$ cat src/hw/rtl/dts_pkg.sv
// Shared types, constants and a helper function for the DFS topological sort block.
`default_nettype none

package dts_pkg;

   // Field widths of the transaction payloads
   localparam int unsigned VTX_W     = 4;
   localparam int unsigned ROW_W     = 16;
   localparam int unsigned CFG_W     = 5;
   // Largest graph the 4-bit vertex field can name
   localparam int unsigned VTX_LIMIT = 16;

   typedef logic [VTX_W-1:0] vertex_type;
   typedef logic [ROW_W-1:0] row_type;
   typedef logic [CFG_W-1:0] count_type;

   // Adjacency store write request (one row per input transaction)
   typedef struct packed {
      logic       en;
      vertex_type addr;
      row_type    data;
   } adj_wr_req_type;

   // Adjacency store read request from the search engine
   typedef struct packed {
      logic       en;
      vertex_type addr;
   } adj_rd_req_type;

   typedef enum logic [1:0] {
      ST_IDLE,
      ST_SCAN,
      ST_TOP_WAIT,
      ST_EMIT
   } state_type;

   // Index of the lowest set bit; caller guarantees a nonzero word
   function automatic vertex_type lowest_set(input row_type word);
      vertex_type idx;
      idx = '0;
      for (int i = ROW_W - 1; i >= 0; i--) begin
         if (word[i]) begin
            idx = VTX_W'(i);
         end
      end
      return idx;
   endfunction

endpackage

`default_nettype wire

$ cat src/hw/rtl/dfs_topological_sort_top.sv
// Top level of the DFS topological sort block: handshake, vertex count register, trigger decode.
// Operation: the row transaction for vertex n-1 starts a search, which pushes and pops each vertex
//   once, refetches the top vertex's row after every pop that leaves the stack nonempty, and then
//   reads the finished order out of the vertex memory.
// Output: results leave one at a time, each vertex memory read waiting until the previous one
//   reaches a free output register; input is stalled from the trigger until the order is read out.
// Reset (synchronous): controller idle, counters cleared, vertex count 16; memories keep contents.
`default_nettype none

module dfs_topological_sort_top #(
   parameter int unsigned MAX_VERTICES = 16
) (
   input  wire                 clock,
   input  wire                 reset,
   input  wire                 req_valid,
   output logic                req_ready,
   input  wire dts_pkg::vertex_type req_row_index,
   input  wire dts_pkg::row_type    req_row_bits,
   output logic                rsp_valid,
   input  wire                 rsp_ready,
   output dts_pkg::vertex_type rsp_vertex,
   output logic                rsp_last,
   input  wire                 csr_wr_en,
   input  wire dts_pkg::count_type  csr_wr_data
);
   import dts_pkg::*;

   localparam int unsigned CAP = (MAX_VERTICES < VTX_LIMIT) ? MAX_VERTICES : VTX_LIMIT;
   localparam count_type   CAP_N = CFG_W'(CAP);

   count_type      vertex_count_ff, vertex_count_in;
   count_type      count_n;
   logic           req_take;
   logic           row_in_store;
   logic           start;
   logic           idle;
   adj_wr_req_type adj_wr_req;
   adj_rd_req_type adj_rd_req;
   row_type        adj_rd_data;

   // Vertex count register
   always_comb begin
      vertex_count_in = vertex_count_ff;
      if (csr_wr_en) begin
         vertex_count_in = csr_wr_data;
      end
   end

   always_ff @(posedge clock) begin
      if (reset) begin
         vertex_count_ff <= CFG_W'(VTX_LIMIT);
      end else begin
         vertex_count_ff <= vertex_count_in;
      end
   end

   // Active graph size, clamped to 1 .. CAP
   always_comb begin
      if (vertex_count_ff == '0) begin
         count_n = CFG_W'(1);
      end else if (vertex_count_ff > CAP_N) begin
         count_n = CAP_N;
      end else begin
         count_n = vertex_count_ff;
      end
   end

   // Row write and search trigger
   assign req_ready    = idle;
   assign req_take     = req_valid && idle;
   assign row_in_store = ({1'b0, req_row_index} < CAP_N);
   assign start        = req_take && row_in_store &&
                         ({1'b0, req_row_index} == (count_n - CFG_W'(1)));

   always_comb begin
      adj_wr_req.en   = req_take && row_in_store;
      adj_wr_req.addr = req_row_index;
      adj_wr_req.data = req_row_bits;
   end

   dts_adj_store #(
      .DEPTH (CAP)
   ) u_adj_store (
      .clock   (clock),
      .wr_req  (adj_wr_req),
      .rd_req  (adj_rd_req),
      .rd_data (adj_rd_data)
   );

   dts_engine #(
      .DEPTH (CAP)
   ) u_engine (
      .clock       (clock),
      .reset       (reset),
      .start       (start),
      .count_n     (count_n),
      .adj_rd_data (adj_rd_data),
      .adj_rd_req  (adj_rd_req),
      .idle        (idle),
      .rsp_valid   (rsp_valid),
      .rsp_ready   (rsp_ready),
      .rsp_vertex  (rsp_vertex),
      .rsp_last    (rsp_last)
   );

endmodule

`default_nettype wire

$ cat src/hw/rtl/dts_adj_store.sv
// Adjacency row memory: written by input transactions, read by the search engine.
`default_nettype none

module dts_adj_store #(
   parameter int unsigned DEPTH = 16
) (
   input  wire                      clock,
   input  wire dts_pkg::adj_wr_req_type wr_req,
   input  wire dts_pkg::adj_rd_req_type rd_req,
   output dts_pkg::row_type         rd_data
);
   import dts_pkg::*;

   localparam int unsigned AW = $clog2(DEPTH);

   row_type adj_mem [DEPTH];
   row_type rd_data_ff;

   // One write port, one registered read port
   always_ff @(posedge clock) begin
      if (wr_req.en) begin
         adj_mem[wr_req.addr[AW-1:0]] <= wr_req.data;
      end
      if (rd_req.en) begin
         rd_data_ff <= adj_mem[rd_req.addr[AW-1:0]];
      end
   end

   assign rd_data = rd_data_ff;

endmodule

`default_nettype wire

$ cat src/hw/rtl/dts_engine.sv
// Search sequencer: DFS over the adjacency store, stack and post-order in one memory, emission.
`default_nettype none

module dts_engine #(
   parameter int unsigned DEPTH = 16
) (
   input  wire                  clock,
   input  wire                  reset,
   input  wire                  start,
   input  wire dts_pkg::count_type  count_n,
   input  wire dts_pkg::row_type    adj_rd_data,
   output dts_pkg::adj_rd_req_type  adj_rd_req,
   output logic                 idle,
   output logic                 rsp_valid,
   input  wire                  rsp_ready,
   output dts_pkg::vertex_type  rsp_vertex,
   output logic                 rsp_last
);
   import dts_pkg::*;

   localparam int unsigned AW = $clog2(DEPTH);
   localparam int unsigned PW = $clog2(DEPTH + 1);
   localparam logic [PW-1:0] TOP_ADDR = PW'(DEPTH - 1);
   localparam logic [PW-1:0] END_ADDR = PW'(DEPTH);

   // Control and search state
   state_type         state_ff, state_in;
   row_type           visited_ff, visited_in;
   row_type           n_mask_ff, n_mask_in;
   logic [PW-1:0]     depth_ff, depth_in;
   logic [PW-1:0]     post_ff, post_in;
   vertex_type        top_ff, top_in;
   logic              pend_ff, pend_in;
   logic              last_pend_ff, last_pend_in;
   logic              rsp_valid_ff, rsp_valid_in;
   vertex_type        rsp_vertex_ff, rsp_vertex_in;
   logic              rsp_last_ff, rsp_last_in;

   // Vertex memory: stack grows up from entry 0, post-order grows down from the top entry
   vertex_type        vtx_mem [DEPTH];
   vertex_type        vtx_rd_ff;
   logic              vtx_wr_en;
   logic [PW-1:0]     vtx_wr_addr;
   vertex_type        vtx_wr_data;
   logic              vtx_rd_en;
   logic [PW-1:0]     vtx_rd_addr;

   row_type           cand;
   vertex_type        pick;
   logic [PW-1:0]     depth_dec;

   always_ff @(posedge clock) begin
      if (vtx_wr_en) begin
         vtx_mem[vtx_wr_addr[AW-1:0]] <= vtx_wr_data;
      end
      if (vtx_rd_en) begin
         vtx_rd_ff <= vtx_mem[vtx_rd_addr[AW-1:0]];
      end
   end

   // Unvisited candidates: roots when the stack is empty, else neighbors of the top vertex
   always_comb begin
      if (depth_ff == '0) begin
         cand = ~visited_ff & n_mask_ff;
      end else begin
         cand = adj_rd_data & ~visited_ff & n_mask_ff;
      end
      pick      = lowest_set(cand);
      depth_dec = depth_ff - PW'(1);
   end

   // State register and search state
   always_ff @(posedge clock) begin
      if (reset) begin
         state_ff     <= ST_IDLE;
         visited_ff   <= '0;
         depth_ff     <= '0;
         post_ff      <= '0;
         pend_ff      <= 1'b0;
         rsp_valid_ff <= 1'b0;
      end else begin
         state_ff     <= state_in;
         visited_ff   <= visited_in;
         depth_ff     <= depth_in;
         post_ff      <= post_in;
         pend_ff      <= pend_in;
         rsp_valid_ff <= rsp_valid_in;
      end
   end

   // Payload registers
   always_ff @(posedge clock) begin
      n_mask_ff     <= n_mask_in;
      top_ff        <= top_in;
      last_pend_ff  <= last_pend_in;
      rsp_vertex_ff <= rsp_vertex_in;
      rsp_last_ff   <= rsp_last_in;
   end

   // Next state, memory accesses
   always_comb begin
      state_in     = state_ff;
      visited_in   = visited_ff;
      n_mask_in    = n_mask_ff;
      depth_in     = depth_ff;
      post_in      = post_ff;
      top_in       = top_ff;
      pend_in      = 1'b0;
      last_pend_in = last_pend_ff;
      vtx_wr_en    = 1'b0;
      vtx_wr_addr  = '0;
      vtx_wr_data  = '0;
      vtx_rd_en    = 1'b0;
      vtx_rd_addr  = '0;
      adj_rd_req   = '0;

      unique case (state_ff)
         ST_IDLE: begin
            if (start) begin
               visited_in = '0;
               depth_in   = '0;
               post_in    = '0;
               n_mask_in  = ROW_W'((32'h1 << count_n) - 32'h1);
               state_in   = ST_SCAN;
            end
         end
         ST_SCAN: begin
            if (cand != '0) begin
               // Push the chosen vertex and fetch its row
               vtx_wr_en       = 1'b1;
               vtx_wr_addr     = depth_ff;
               vtx_wr_data     = pick;
               depth_in        = depth_ff + PW'(1);
               visited_in      = visited_ff | (ROW_W'(1) << pick);
               top_in          = pick;
               adj_rd_req.en   = 1'b1;
               adj_rd_req.addr = pick;
            end else if (depth_ff == '0) begin
               state_in = ST_EMIT;
            end else begin
               // Top vertex finished: record it and pop
               vtx_wr_en   = 1'b1;
               vtx_wr_addr = TOP_ADDR - post_ff;
               vtx_wr_data = top_ff;
               post_in     = post_ff + PW'(1);
               depth_in    = depth_dec;
               if (depth_dec != '0) begin
                  vtx_rd_en   = 1'b1;
                  vtx_rd_addr = depth_dec - PW'(1);
                  state_in    = ST_TOP_WAIT;
               end
            end
         end
         ST_TOP_WAIT: begin
            top_in          = vtx_rd_ff;
            adj_rd_req.en   = 1'b1;
            adj_rd_req.addr = vtx_rd_ff;
            state_in        = ST_SCAN;
         end
         ST_EMIT: begin
            // Read back latest finished vertex first, once the output slot frees
            if (post_ff != '0) begin
               if (!pend_ff && (!rsp_valid_ff || rsp_ready)) begin
                  vtx_rd_en    = 1'b1;
                  vtx_rd_addr  = END_ADDR - post_ff;
                  post_in      = post_ff - PW'(1);
                  pend_in      = 1'b1;
                  last_pend_in = (post_ff == PW'(1));
               end
            end else if (!pend_ff) begin
               state_in = ST_IDLE;
            end
         end
         default: begin
            state_in = ST_IDLE;
         end
      endcase
   end

   // Output register: load from the pending read, clear when taken
   always_comb begin
      rsp_valid_in  = rsp_valid_ff;
      rsp_vertex_in = rsp_vertex_ff;
      rsp_last_in   = rsp_last_ff;
      if (pend_ff) begin
         rsp_valid_in  = 1'b1;
         rsp_vertex_in = vtx_rd_ff;
         rsp_last_in   = last_pend_ff;
      end else if (rsp_ready) begin
         rsp_valid_in = 1'b0;
      end
   end

   assign idle       = (state_ff == ST_IDLE);
   assign rsp_valid  = rsp_valid_ff;
   assign rsp_vertex = rsp_vertex_ff;
   assign rsp_last   = rsp_last_ff;

endmodule

`default_nettype wire

$ cat config.mk
export PLATFORM = sky130hd
export DESIGN_NAME = dfs_topological_sort_top
export DESIGN_NICKNAME = d
export VERILOG_FILES = /design/src/hw/rtl/dts_pkg.sv /design/src/hw/rtl/dfs_topological_sort_top.sv /design/src/hw/rtl/dts_adj_store.sv /design/src/hw/rtl/dts_engine.sv
export SDC_FILE = /design/constraint.sdc
export NUM_CORES = 1
export LEC_CHECK = 0
export ABC_AREA = 1
export BUFFER_PORTS_ARGS = -buffer_cell sky130_fd_sc_hd__buf_2
export CAP_MARGIN = 10
export CELL_PAD_IN_SITES_DETAIL_PLACEMENT = 1
export CELL_PAD_IN_SITES_GLOBAL_PLACEMENT = 2
export CORE_MARGIN = 2
export CORE_UTILIZATION = 42
export CTS_CLUSTER_SIZE = 24
export DETAILED_ROUTE_END_ITERATION = 7
export PLACE_DENSITY_LB_ADDON = 0.05
export SLEW_MARGIN = 10
export SYNTH_ARGS = -nofsm -noshare
export SYNTH_HDL_FRONTEND = slang
export SYNTH_SLANG_ARGS = --single-unit
$ cat constraint.sdc
create_clock -name clock -period 4 [get_ports clock]
set_input_delay 0.8 -clock clock [delete_from_list [all_inputs] [get_ports clock]]
set_output_delay 0.8 -clock clock [all_outputs]
set_load 0.02 [all_outputs]
### Word level (Yosys, flattened, before mapping)

Memories as Yosys holds them, arrays and structs flattened. A register that Yosys moved wholly into a read port is not among the register bits.
Cells that the tools add are included.

| operators by class | value |
|---|---|
| $add $sub $neg | 9 |
| $mul | 0 |
| divide/modulo/power cells | 0 |
| magnitude comparators | 1 |
| equality and inequality tests | 15 |
| shifts and indexed selects | 2 |
| mux-type cells | 69 |
| bitwise logic cells | 6 |
| reductions and logical operators | 24 |

Operator list:

| kind | count |
|---|---|
| 4-bit two-way mux | 28 |
| 5-bit two-way mux | 10 |
| 16-bit bitwise AND | 3 |
| 16-bit two-way mux | 3 |
| 16-bit case mux with 2 select lines | 1 |
| 5-bit case mux with 2 select lines | 2 |
| 16-bit inverter | 1 |
| 16-bit OR | 1 |
| 4-bit case mux with 2 select lines | 2 |
| 16-bit nonzero test | 1 |
| 1-bit by 4-bit left shift with 16-bit output (first input constant) | 1 |
| 1-bit by 5-bit left shift with 16-bit output (first input constant) | 1 |
| 16-bit by 1-bit subtractor with 16-bit output (second input constant) | 1 |
| 5-bit case mux with 3 select lines | 1 |
| 5-bit by 1-bit subtractor with 5-bit output (second input constant) | 3 |
| 1-bit two-way mux | 14 |
| 2-bit two-way mux | 6 |
| 5-bit by 1-bit adder with 5-bit output (second input constant) | 2 |
| 5-bit logical NOT | 2 |
| 2-bit inequality test (second input constant) | 5 |
| 5-bit nonzero test | 2 |
| 3-bit AND reduction | 3 |
| 2-bit case mux with 4 select lines | 1 |
| 2-bit by 1-bit inequality test with 1-bit output (second input constant) | 3 |
| other kinds (22) | 29 |

| word-level totals | value |
|---|---|
| register bits after elaboration | 61 |
| latch bits | 0 |
| bits in writable memories | 320 |
| bits in read-only memories | 0 |
| input bits | 30 |
| output and inout bits | 7 |
| logic and storage cells | 140 |
| memories kept | 2 |

Memory list:

| name | words | width | rd ports | clocked after memory_dff | wr ports | RTL line | source |
|---|---|---|---|---|---|---|---|
| u_adj_store.adj_mem | 16 | 16 | 1 | 1 | 1 | dts_adj_store.sv:16 | `row_type adj_mem [DEPTH];` |
| u_engine.vtx_mem | 16 | 4 | 1 | 1 | 1 | dts_engine.sv:40 | `vertex_type vtx_mem [DEPTH];` |

### Depth between registers and ports, before layout

Gate-level depths: netlist (run 1).

| depth | value |
|---|---|
| depth in word-level cells | 24 |
| depth in mapped cells | 30 |
| mapped depth without buffers | 29 |

### Hierarchy

Synthesis (run 1) repeated with hierarchy kept, for this count alone.

| second synthesis, totals | value |
|---|---|
| cells, all modules | 1,815 |
| area, all modules | 18,276.3 µm² |

By module, submodules not included:

| module | times used | cells an instance | area each (µm²) | sequential area each (µm²) |
|---|---|---|---|---|
| dts_adj_store | 1 | 1,074 | 11,541.1 | 8,167.8 |
| dts_engine | 1 | 672 | 6,328.6 | 3,423.3 |
| dfs_topological_sort_top | 1 | 69 | 406.6 | 100.1 |

### Worst setup path after synthesis (run 1)

Ideal clock, no wire load.

| path | value |
|---|---|
| path type | register to register |
| start point | register u_engine.depth_ff[0] |
| end point | memory u_engine.vtx_mem[0][0] (netlist bit), enable pin |
| setup time | 0.390 ns |
| arrival time | 3.165 ns |
| required time | 3.610 ns |
| slack | 0.444 ns |
| cell stages (with the launch flop) | 21 |
| path buffers | 1 |
| period minus slack after synthesis | 3.556 ns |
| path through | dfxtp_1 > clkinv_1 > ha_1 > inv_1 > nor2_1 > nand2_4 > inv_4 > buf_6 > o211ai_2 > nand2_1 > inv_2 > nand2_1 > nor2_2 > nand2_2 > inv_1 > nor2_1 > inv_1 > o22ai_1 > inv_1 > nand2_1 > a2111oi_0 |

| between the ends | value |
|---|---|
| longest elaborated chain between the ends | 7 |
| elaborated cells on any way between the ends | 11 |
| those cells by class | mux (9); reduce/logical (2) |

Ends and longest elaborated chain:

| item | RTL line | source |
|---|---|---|
| start: declaration | dts_engine.sv:30 | `logic [PW-1:0] depth_ff, depth_in;` |
| start signal: assignment | dts_engine.sv:84 | `depth_ff <= depth_in;` |
| 5-bit logical NOT | dts_engine.sv:63, dts_engine.sv:138 |  |
| 16-bit two-way mux | dts_engine.sv:63 | `if (depth_ff == '0) begin` |
| 16-bit nonzero test | dts_engine.sv:128 | `if (cand != '0) begin` |
| 1-bit two-way mux | dts_engine.sv:128 |  |
| 1-bit two-way mux | dts_engine.sv:117 | `unique case (state_ff)` |
| 1-bit two-way mux | dts_engine.sv:53 | `if (vtx_wr_en) begin` |
| 1-bit two-way mux (not written as such) | dts_engine.sv:54 | `vtx_mem[vtx_wr_addr[AW-1:0]] <= vtx_wr_data;` |
| end: declaration | dts_engine.sv:40 |  |

Several ways; a longest one is shown, not always the timed one.

### Worst setup path after layout (run 1)

| path | value |
|---|---|
| start point | register u_engine.depth_ff[0] |
| end point | register u_adj_store.rd_data_ff[4], in the netlist u_adj_store.rd_data[4] (read register of u_adj_store.adj_mem), data pin |

| between the ends | value |
|---|---|
| longest elaborated chain between the ends | 20 |
| elaborated cells on any way between the ends | 21 |
| those cells by class | mux (19); reduce/logical (2) |

Ends and longest elaborated chain:

| item | RTL line | source |
|---|---|---|
| 5-bit logical NOT (*) | dts_engine.sv:63 |  |
| 16-bit two-way mux (*) | dts_engine.sv:63 |  |
| 4-bit two-way mux (16 in series) | dts_pkg.sv:42 | `if (word[i]) begin` |
| 5-bit two-way mux (*) | dts_engine.sv:128 |  |
| 5-bit case mux with 2 select lines (*) | dts_engine.sv:117 |  |
| end: declaration | dts_adj_store.sv:17 | `row_type rd_data_ff;` |

Every way passes the cells marked *; elsewhere a longest branch is shown, timed or not.
A chain may end at the register's enable or synchronous reset.

==> flow_summary.yaml, run 1 <==
outcome:
  status: "completed"
drt:
  drt_iter0_drc: 944
  via_per_inst: 5.29
  wl_per_cell_um: 22.1
  wirelength_um: 54200
  drtPass1Iterations: 5
  drc: 0
  routed-via-count: 12968
  ant_nets: 0
flow_run:
  max-cap-violations: 0
place:
  io_buffers: 36
  hpwl_um: 32700
  place_area_um2: 19500
  place.gp.congestion: 0.851
sta:
  slew_violations: 0
  hold_viol_final: 0
  skew_ns: 0.0274
  setup_viol: 0
  slew_headroom_pct: 31.6
  max_freq_ghz: 0.276
  max_slew.worst_pin.slew_ns: 1.02
  post-route-min-period_ns: 3.63
  fin_crit_sh_pct: 90.7
final_layout:
  area_growth_pct: 13.9
  final_common_cell: "nand3_1"
  final_cell_mix: "nand3_1 (369), edfxtp_1 (366), inv_1 (311)"
  drive_above_1_share_pct: 10.8
  fin_nets: 1877
  fillerInstances: 4748
  design_area_um2: 21000
  utilization_pct: 48.6
  n_antenna_cell: 0
clock_tree:
  cts.path.max_buffers: 3
  root_buffer: "clkbuf_16"
  clkTransAtPathRegs_ns: 0.06
  clock_sinks: 401
  clk_latency_ns: 0.58
  ctsHoldBuffers: 0
  cts_max_level: 2
  cts_tree: "built"
  cts_buffers: 45
  postCtsSetupBuffers: 0
min_path:
  min_from: "u_engine.last_pend_ff"
  hp-class: "flip-flop to flip-flop"
global_route:
  grt_pass1_vias: 13185
  grt.overflow.total: 0
  grt_max_degree: 67
  grt_pass1_wl_um: 80800
  antenna_found_initial: 2
  grt.total_usage_pct: 24.1
yosys:
  netlist_area_um2: 18400
  synth_edf_count: 366
  syn_inst: 1784
  ys.warnings.count: 0
  yosys.area.top_type: "edfxtp_1"
  yosysTopAreaCellShare_pct: 59.6
  ys_seq_area_share_pct: 63.4
  synth_cell_types: 41
  synth_fp_nets: 1831
  synth-seq-cells: 401
  synth_ff_type: "edfxtp_1"
  synth-async-reset-ratio_pct: 0
  avgSynthCellArea_um2: 10.3
  synthTopCellsByArea: "edfxtp_1 (60%), nand3_1 (10%), inv_1 (6.3%)"
die:
  start_util_pct: 42.7
  die_area_um2: 45600
  die_y_um: 213
  dieWidth_um: 213
  core_um2: 43200
  row_count: 76
  pin_count: 37
critical_path:
  cp-end-kind: "flip-flop"
  timing.rr.start: "u_engine.depth_ff[0]"
  cpMostUsedCell: "nand2_1"
  crit_fanout: 28
  critPathKind: "flip-flop to flip-flop"
  arrival_ns: 3.92
  cp-startpoint: "u_engine.depth_ff[0]"
  startpoint_type: "flip-flop"
  required_ns: 4.29
  cpMaxStageDelayCell: "dfxtp_1"
  slowest_delay_ns: 0.43
power:
  p_per_area_nw_per_um2: 624
  ir_drop_mv: 0.379
  p_leak_uw: 0.00820
[final cells by class]
type | instances | area [um2] | area share, %
well taps | 585 | 732 | 3.49
multi-input cells | 973 | 5230 | 24.9
flip-flops and latches | 401 | 11700 | 55.7
clock inverters | 17 | 198 | 0.942
clock buffers | 65 | 1230 | 5.87
repair buffers | 86 | 684 | 3.26
inverters | 323 | 1220 | 5.80
[synthesized netlist by cell type, types with 22 or more instances]
| cell | number |
|---|---|
| o21ai_0 | 22 |
| inv_1 | 311 |
| dfxtp_1 | 35 |
| edfxtp_1 | 366 |
| o211ai_1 | 36 |
| nor2_1 | 85 |
| a21oi_1 | 33 |
| clkbuf_1 | 35 |
| nand3_1 | 370 |
| buf_2 | 35 |
| nand3b_1 | 66 |
| nand2_1 | 244 |
[cell families (layout without fill, tap and decap cells)]
logic type / after synthesis / in the layout / synth area share [%]
AOI/OAI and AO/OA: 138 / 138 / 4.94
DFF: 401 / 401 / 63.4
buffers and inverters: 410 / 491 / 8.79
adders and majority gates: 17 / 17 / 1.15
and+or+nand+nor: 792 / 792 / 20.4
xor gates and xnor gates: 26 / 26 / 1.24
[critical path, delay by kind of cell, from the launching register on]
kind	cells	cell delay, ns
AO/OA/AOI/OAI	1	0.21
flip-flops	1	0.43
AND/OR/NAND/NOR	23	1.95
adder cells (fa/ha/maj)	1	0.21
buffers and inverters	4	0.50
[state kept, by name, indices dropped and copies added, names as in the netlist]
| register | cells |
|---|---|
| u_engine.top_ff | 4 |
| u_engine.rsp_last | 1 |
| u_engine.last_pend_ff | 1 |
| u_adj_store.adj_mem | 256 |
| u_engine.post_ff | 5 |
| u_engine.depth_ff | 5 |
| u_engine.vtx_mem | 64 |
| u_engine.pend_ff | 1 |
| vertex_count_ff | 5 |
| u_adj_store.rd_data | 16 |
| u_engine.n_mask_ff | 16 |
| u_engine.visited_ff | 16 |
| u_engine.state_ff | 2 |
| u_engine.vtx_rd_ff | 4 |
| u_engine.rsp_vertex | 4 |
| u_engine.rsp_valid | 1 |
[routing by layer]
layer | up-vias | wire length [um] | GRT usage [%]
li1 | 6141 | - | -
met1 | 6455 | 24300 | 32.1
met2 | 273 | 25900 | 40.3
met3 | 95 | 2220 | 3.91
met4 | 4 | 1660 | 8.21
met5 | - | 21 | 0
[stage by stage]
stage          worst slack, ns    TNS, ns  hold WS, ns  cells  total power [uW]
4_1_cts                  0.323          0        0.440   2449             13200
6_report                 0.372          0        0.432   2450             13100
5_1_grt              -0.000858  -0.000858        0.453   2450             13800
2_1_floorplan            0.444          0        0.400   1784              7700
3_3_place_gp             0.424          0        0.434   2367              9050
3_5_place_dp             0.339          0        0.426   2367              9090
[what timing repair did]
| action | 4_1_cts | 5_1_grt |
|---|---|---|
| endpoints found under the hold margin | 0 | 0 |
| setup endpoints to repair | 0 | 1 |
| resized for setup | 0 | 3 |
[power by group]
| part | total [uW] | switching (uW) | internal (uW) |
|---|---|---|---|
| Combinational | 3900 | 2840 | 1060 |
| Sequential | 5110 | 183 | 4930 |
| Clock | 4070 | 1670 | 2400 |
[worst paths after layout]
| check | to | slack (ns) | cells past startpoint |
|---|---|---|---|
| setup / recovery | u_adj_store.rd_data[4] | 0.37 | 29 |
| hold / removal | u_engine.rsp_last | 0.43 | 0 |
| setup reg to reg | u_adj_store.rd_data[4] | 0.37 | 29 |
| hold reg to reg | u_engine.rsp_last | 0.43 | 0 |
(Power assumes the default switching activity.)
==> run 2: changes to the inputs <==
Settings changed: MAX_ROUTING_LAYER set to met4.
==> flow_summary.yaml, run 2 (same netlist as run 1, synthesis figures left out) <==
outcome:
  status: "completed"
final_layout:
  drive_above_1_share_pct: 10.7
  final_common_cell: "nand3_1"
  fin_nets: 1876
  utilization_pct: 48.6
  largest_register_ff_count: 256
  area_growth_pct: 13.9
  final_cell_mix: "nand3_1 (369), edfxtp_1 (366), inv_1 (311)"
critical_path:
  cpMaxStageDelayCell: "dfxtp_2"
  cp-end-kind: "flip-flop"
  arrival_ns: 3.92
  cp_top_family: "simple AND/OR/NAND/NOR gates"
  path_cells: "clkinv_1 -> ha_1 -> inv_1 -> nor2_1 -> nand2_4 -> inv_4 -> o211ai_1 -> nand2_1 -> inv_2 -> nand2_2 -> nor2_2 -> nand2_2 -> nor2_4 -> nand2_4 -> nor2_4 -> nand3_1 -> o21ai_1 -> inv_1 -> o211ai_1 -> nand3_1 -> o211ai_1 -> nand2_1"
  startpoint_type: "flip-flop"
  rr_worst_depth: 22
  cpMostUsedCell: "o211ai_1"
  timing.rr.start: "u_engine.depth_ff[0]"
  critical_path_buf_inv_count: 5
  r2r_setup_slack_ns: 0.40
  critPathKind: "flip-flop to flip-flop"
  slowest_delay_ns: 0.38
  reg2reg_to: "u_engine.vtx_rd_ff[3]"
  required_ns: 4.32
  crit_fanout: 16
die:
  dieWidth_um: 213
  die_y_um: 213
  die_area_um2: 45600
  row_count: 76
  core_um2: 43200
  start_util_pct: 42.7
  pin_count: 37
power:
  p_leak_uw: 0.00820
  total_power_uw: 13200
  p_per_area_nw_per_um2: 628
  ir_drop_mv: 0.386
clock_tree:
  clkTransAtPathRegs_ns: 0.06
  cts_tree: "built"
  cts_buffers: 46
  cts_max_level: 2
  cts.path.max_buffers: 3
  ctsHoldBuffers: 0
  clock_sinks: 401
  clk_latency_ns: 0.59
  root_buffer: "clkbuf_16"
sta:
  whs_ns: 0.432
  fin_crit_sh_pct: 89.9
  setup_ws_ns: 0.402
  finalSetupTns_ns: 0
  slew_headroom_pct: 28.9
  setup_viol: 0
  skew_ns: 0.0248
  slew_violations: 0
  max_slew.worst_pin.slew_ns: 1.06
  max_freq_ghz: 0.278
  rsz0062_at_grt: "false"
  hold_viol_final: 0
  post-route-min-period_ns: 3.60
flow_run:
  max-cap-violations: 0
global_route:
  grt_pass1_wl_um: 80600
  antenna_found_initial: 1
  grt.overflow.total: 0
  grt.total_usage_pct: 24.8
  grt_pass1_vias: 13240
  grt_max_degree: 86
place:
  pre_cts_slack_ns: 0.297
  hpwl_um: 32400
  place.gp.congestion: 0.861
  io_buffers: 36
drt:
  via_per_inst: 5.26
  drc: 0
  routed-via-count: 12878
  drtPass1Iterations: 6
  wirelength_um: 54400
  ant_nets: 0
  drt_iter0_drc: 917
  wl_per_cell_um: 22.3
min_path:
  hp-class: "flip-flop to flip-flop"
  holdPathEnd: "u_engine.rsp_last"
  min_from: "u_engine.last_pend_ff"
  min_path_cells: 0
run 2: cell type report:
type | count | area, um2
Inverter | 323 | 1210
Timing Repair Buffer | 84 | 671
Sequential cell | 401 | 11700
Multi-Input combinational cell | 973 | 5230
Clock inverter | 24 | 231
Clock buffer | 55 | 1210
Tap cell | 585 | 732
Antenna cell | 1 | 2.50
Fill cell | 4796 | 22200
run 2: metal layers:
layer	up-vias	GRT usage [%]	part of all wire (%)
met5	-	-	0
met4	0	7.95	2.4
met3	79	2.81	3.8
met2	234	40.7	48
met1	6424	32.5	46
li1	6141	-	-
run 2: worst max-delay path by stage:
| stage | from | end | slack [ns] | cells past startpoint |
|---|---|---|---|---|
| floorplan | u_engine.depth_ff[0] | u_engine.vtx_mem[0][0] | 0.44 | 20 |
| global placement | u_engine.depth_ff[0] | u_engine.vtx_rd_ff[1] | 0.36 | 22 |
| detailed placement | u_engine.depth_ff[0] | u_engine.vtx_rd_ff[3] | 0.30 | 23 |
| CTS | u_engine.depth_ff[0] | u_engine.vtx_rd_ff[1] | 0.27 | 22 |
| global route | u_engine.depth_ff[0] | u_adj_store.rd_data[2] | 0.008 | 29 |
| finish | u_engine.depth_ff[0] | u_engine.vtx_rd_ff[3] | 0.40 | 22 |
run 2: stage by stage:
stage,instance area [um2],cells
after floorplan,18400,1784
after global placement,19500,2364
after detailed placement,19500,2364
after CTS,20900,2443
after global routing,21000,2446
final,21000,2446
run 2: power breakdown:
group | internal, uW | total (uW) | leakage, uW | switching, uW
registers | 4930 | 5120 | 0.00358 | 191
logic | 1060 | 3950 | 0.00391 | 2890
clock network | 2400 | 4100 | 0.000701 | 1700
total | 8390 | 13200 | 0.00820 | 4780
run 2: timing repair:
item | in CTS | in global routing
setup buffers | 0 | 0
resized for setup | 0 | 2
endpoints found under the setup margin | 0 | 17
==> run 3: changes to the inputs <==
Settings changed: BUFFER_PORTS_ARGS -buffer_cell sky130_fd_sc_hd__buf_2 to not set, CORE_UTILIZATION 42 to 43, DONT_BUFFER_PORTS set to 1.
==> flow_summary.yaml, run 3 (same netlist as run 1, synthesis figures left out) <==
drt:
  via_per_inst: 5.37
  wirelength_um: 52700
  drc: 0
  routed-via-count: 12671
  ant_nets: 0
  drtPass1Iterations: 5
  drt_iter0_drc: 840
  wl_per_cell_um: 22.4
global_route:
  grt.total_usage_pct: 24.9
  grt.overflow.total: 0
  grt_pass1_vias: 12965
  antenna_found_initial: 0
  grt_pass1_wl_um: 79900
  grt_max_degree: 79
critical_path:
  slowest_delay_ns: 0.75
  r2r_setup_slack_ns: 0.35
  path_cells: "inv_1 -> ha_1 -> inv_1 -> nor2_1 -> nand2_4 -> inv_4 -> o211ai_1 -> nand2_1 -> a31oi_1 -> o21ai_1 -> nand2_1 -> nand2_1 -> nand2_1 -> nor2_1 -> inv_1 -> a21oi_4 -> buf_4 -> nand3_1 -> nand3_1 -> nand3_1 -> nand2_1"
  timing.rr.start: "u_engine.depth_ff[1]"
  cpMaxStageDelayCell: "buf_4"
  startpoint_type: "flip-flop"
  reg2reg_to: "u_adj_store.rd_data[8]"
  critPathKind: "flip-flop to flip-flop"
  crit_fanout: 64
  required_ns: 4.43
  cp-end-kind: "flip-flop"
  cpMostUsedCell: "nand2_1"
  critical_path_buf_inv_count: 5
  cp_top_family: "buffers and inverters"
  arrival_ns: 4.08
  rr_worst_depth: 21
clock_tree:
  cts_tree: "built"
  cts_buffers: 45
  cts_max_level: 2
  clkTransAtPathRegs_ns: 0.06
  ctsHoldBuffers: 0
  root_buffer: "clkbuf_16"
  cts.path.max_buffers: 3
  clk_latency_ns: 0.59
  clock_sinks: 401
sta:
  slew_headroom_pct: 32.0
  setup_viol: 0
  slew_violations: 0
  rsz0062_at_grt: "false"
  max_freq_ghz: 0.274
  fin_crit_sh_pct: 91.3
  finalSetupTns_ns: 0
  post-route-min-period_ns: 3.65
  hold_viol_final: 0
  max_slew.worst_pin.slew_ns: 1.02
  skew_ns: 0.0237
final_layout:
  drive_above_1_share_pct: 9.02
  fillerInstances: 4578
  final_cell_mix: "nand3_1 (369), edfxtp_1 (366), inv_1 (311)"
  final_common_cell: "nand3_1"
  largest_register_ff_count: 256
  n_antenna_cell: 0
  fin_nets: 1835
  area_growth_pct: 12.5
place:
  hpwl_um: 31500
  place.gp.congestion: 0.840
  io_buffers: 0
outcome:
  status: "completed"
min_path:
  min_from: "reset"
  min_path_cells: 1
  holdPathEnd: "u_engine.pend_ff"
  hp-class: "input pin to flip-flop"
die:
  pin_count: 37
  die_area_um2: 44500
  row_count: 75
  die_y_um: 211
  start_util_pct: 43.7
  core_um2: 42100
  dieWidth_um: 211
flow_run:
  max-cap-violations: 0
power:
  ir_drop_mv: 0.481
  p_leak_uw: 0.00805
  total_power_uw: 13100
  p_per_area_nw_per_um2: 633
## run 3: final cells by class
cell class                      instances  area, um2  share of cell area [%]
Clock buffer                           53       1170                    5.63
Clock inverter                         25        315                    1.52
Inverter                              323       1220                    5.87
Multi-Input combinational cell        973       5220                    25.2
Sequential cell                       401      11700                    56.4
Tap cell                              539        674                    3.25
Timing Repair Buffer                   44        438                    2.11
## run 3: metrics by stage
step	cells	area [um2]	setup slack (ns)	hold WS [ns]	utilization, %
2_1_floorplan	1784	18400	0.444	0.400	-
3_3_place_gp	2280	19200	0.394	0.415	45.6
3_5_place_dp	2280	19200	0.345	0.415	45.6
4_1_cts	2358	20700	0.298	0.264	49.2
5_1_grt	2358	20700	0.00103	0.276	49.2
6_report	2358	20700	0.350	0.299	49.2
## run 3: power by group
| part | switching (uW) | leakage [uW] | internal (uW) |
|---|---|---|---|
| Clock | 1710 | 0.000730 | 2480 |
| Sequential | 191 | 0.00358 | 4930 |
| Combinational | 2780 | 0.00374 | 1030 |
## run 3: routing by layer
metal | GRT usage [%] | up-vias | part of all wire [%]
met1 | 32.4 | 6342 | 46
met3 | 3.30 | 76 | 3.6
met2 | 41.4 | 201 | 49
li1 | - | 6052 | -
met4 | 6.65 | 0 | 2.2
met5 | - | - | 0
## run 3: worst max path at each step
| stage | start | to | slack (ns) | depth (start not counted) |
|---|---|---|---|---|
| after floorplan | u_engine.depth_ff[0] | u_engine.vtx_mem[0][0] | 0.44 | 20 |
| after global placement | u_engine.depth_ff[0] | u_engine.vtx_rd_ff[3] | 0.39 | 22 |
| after detailed placement | u_engine.depth_ff[0] | u_adj_store.rd_data[1] | 0.34 | 22 |
| after CTS | u_engine.depth_ff[0] | u_adj_store.rd_data[1] | 0.30 | 22 |
| after global routing | u_engine.depth_ff[1] | u_adj_store.rd_data[8] | 0.001 | 21 |
| final | u_engine.depth_ff[1] | u_adj_store.rd_data[8] | 0.35 | 21 |
## run 3: repair_timing
action / 4_1_cts / 5_1_grt
setup buffers: 0 / 0
gates resized for setup: 0 / 3
endpoints found under the setup margin: 0 / 9
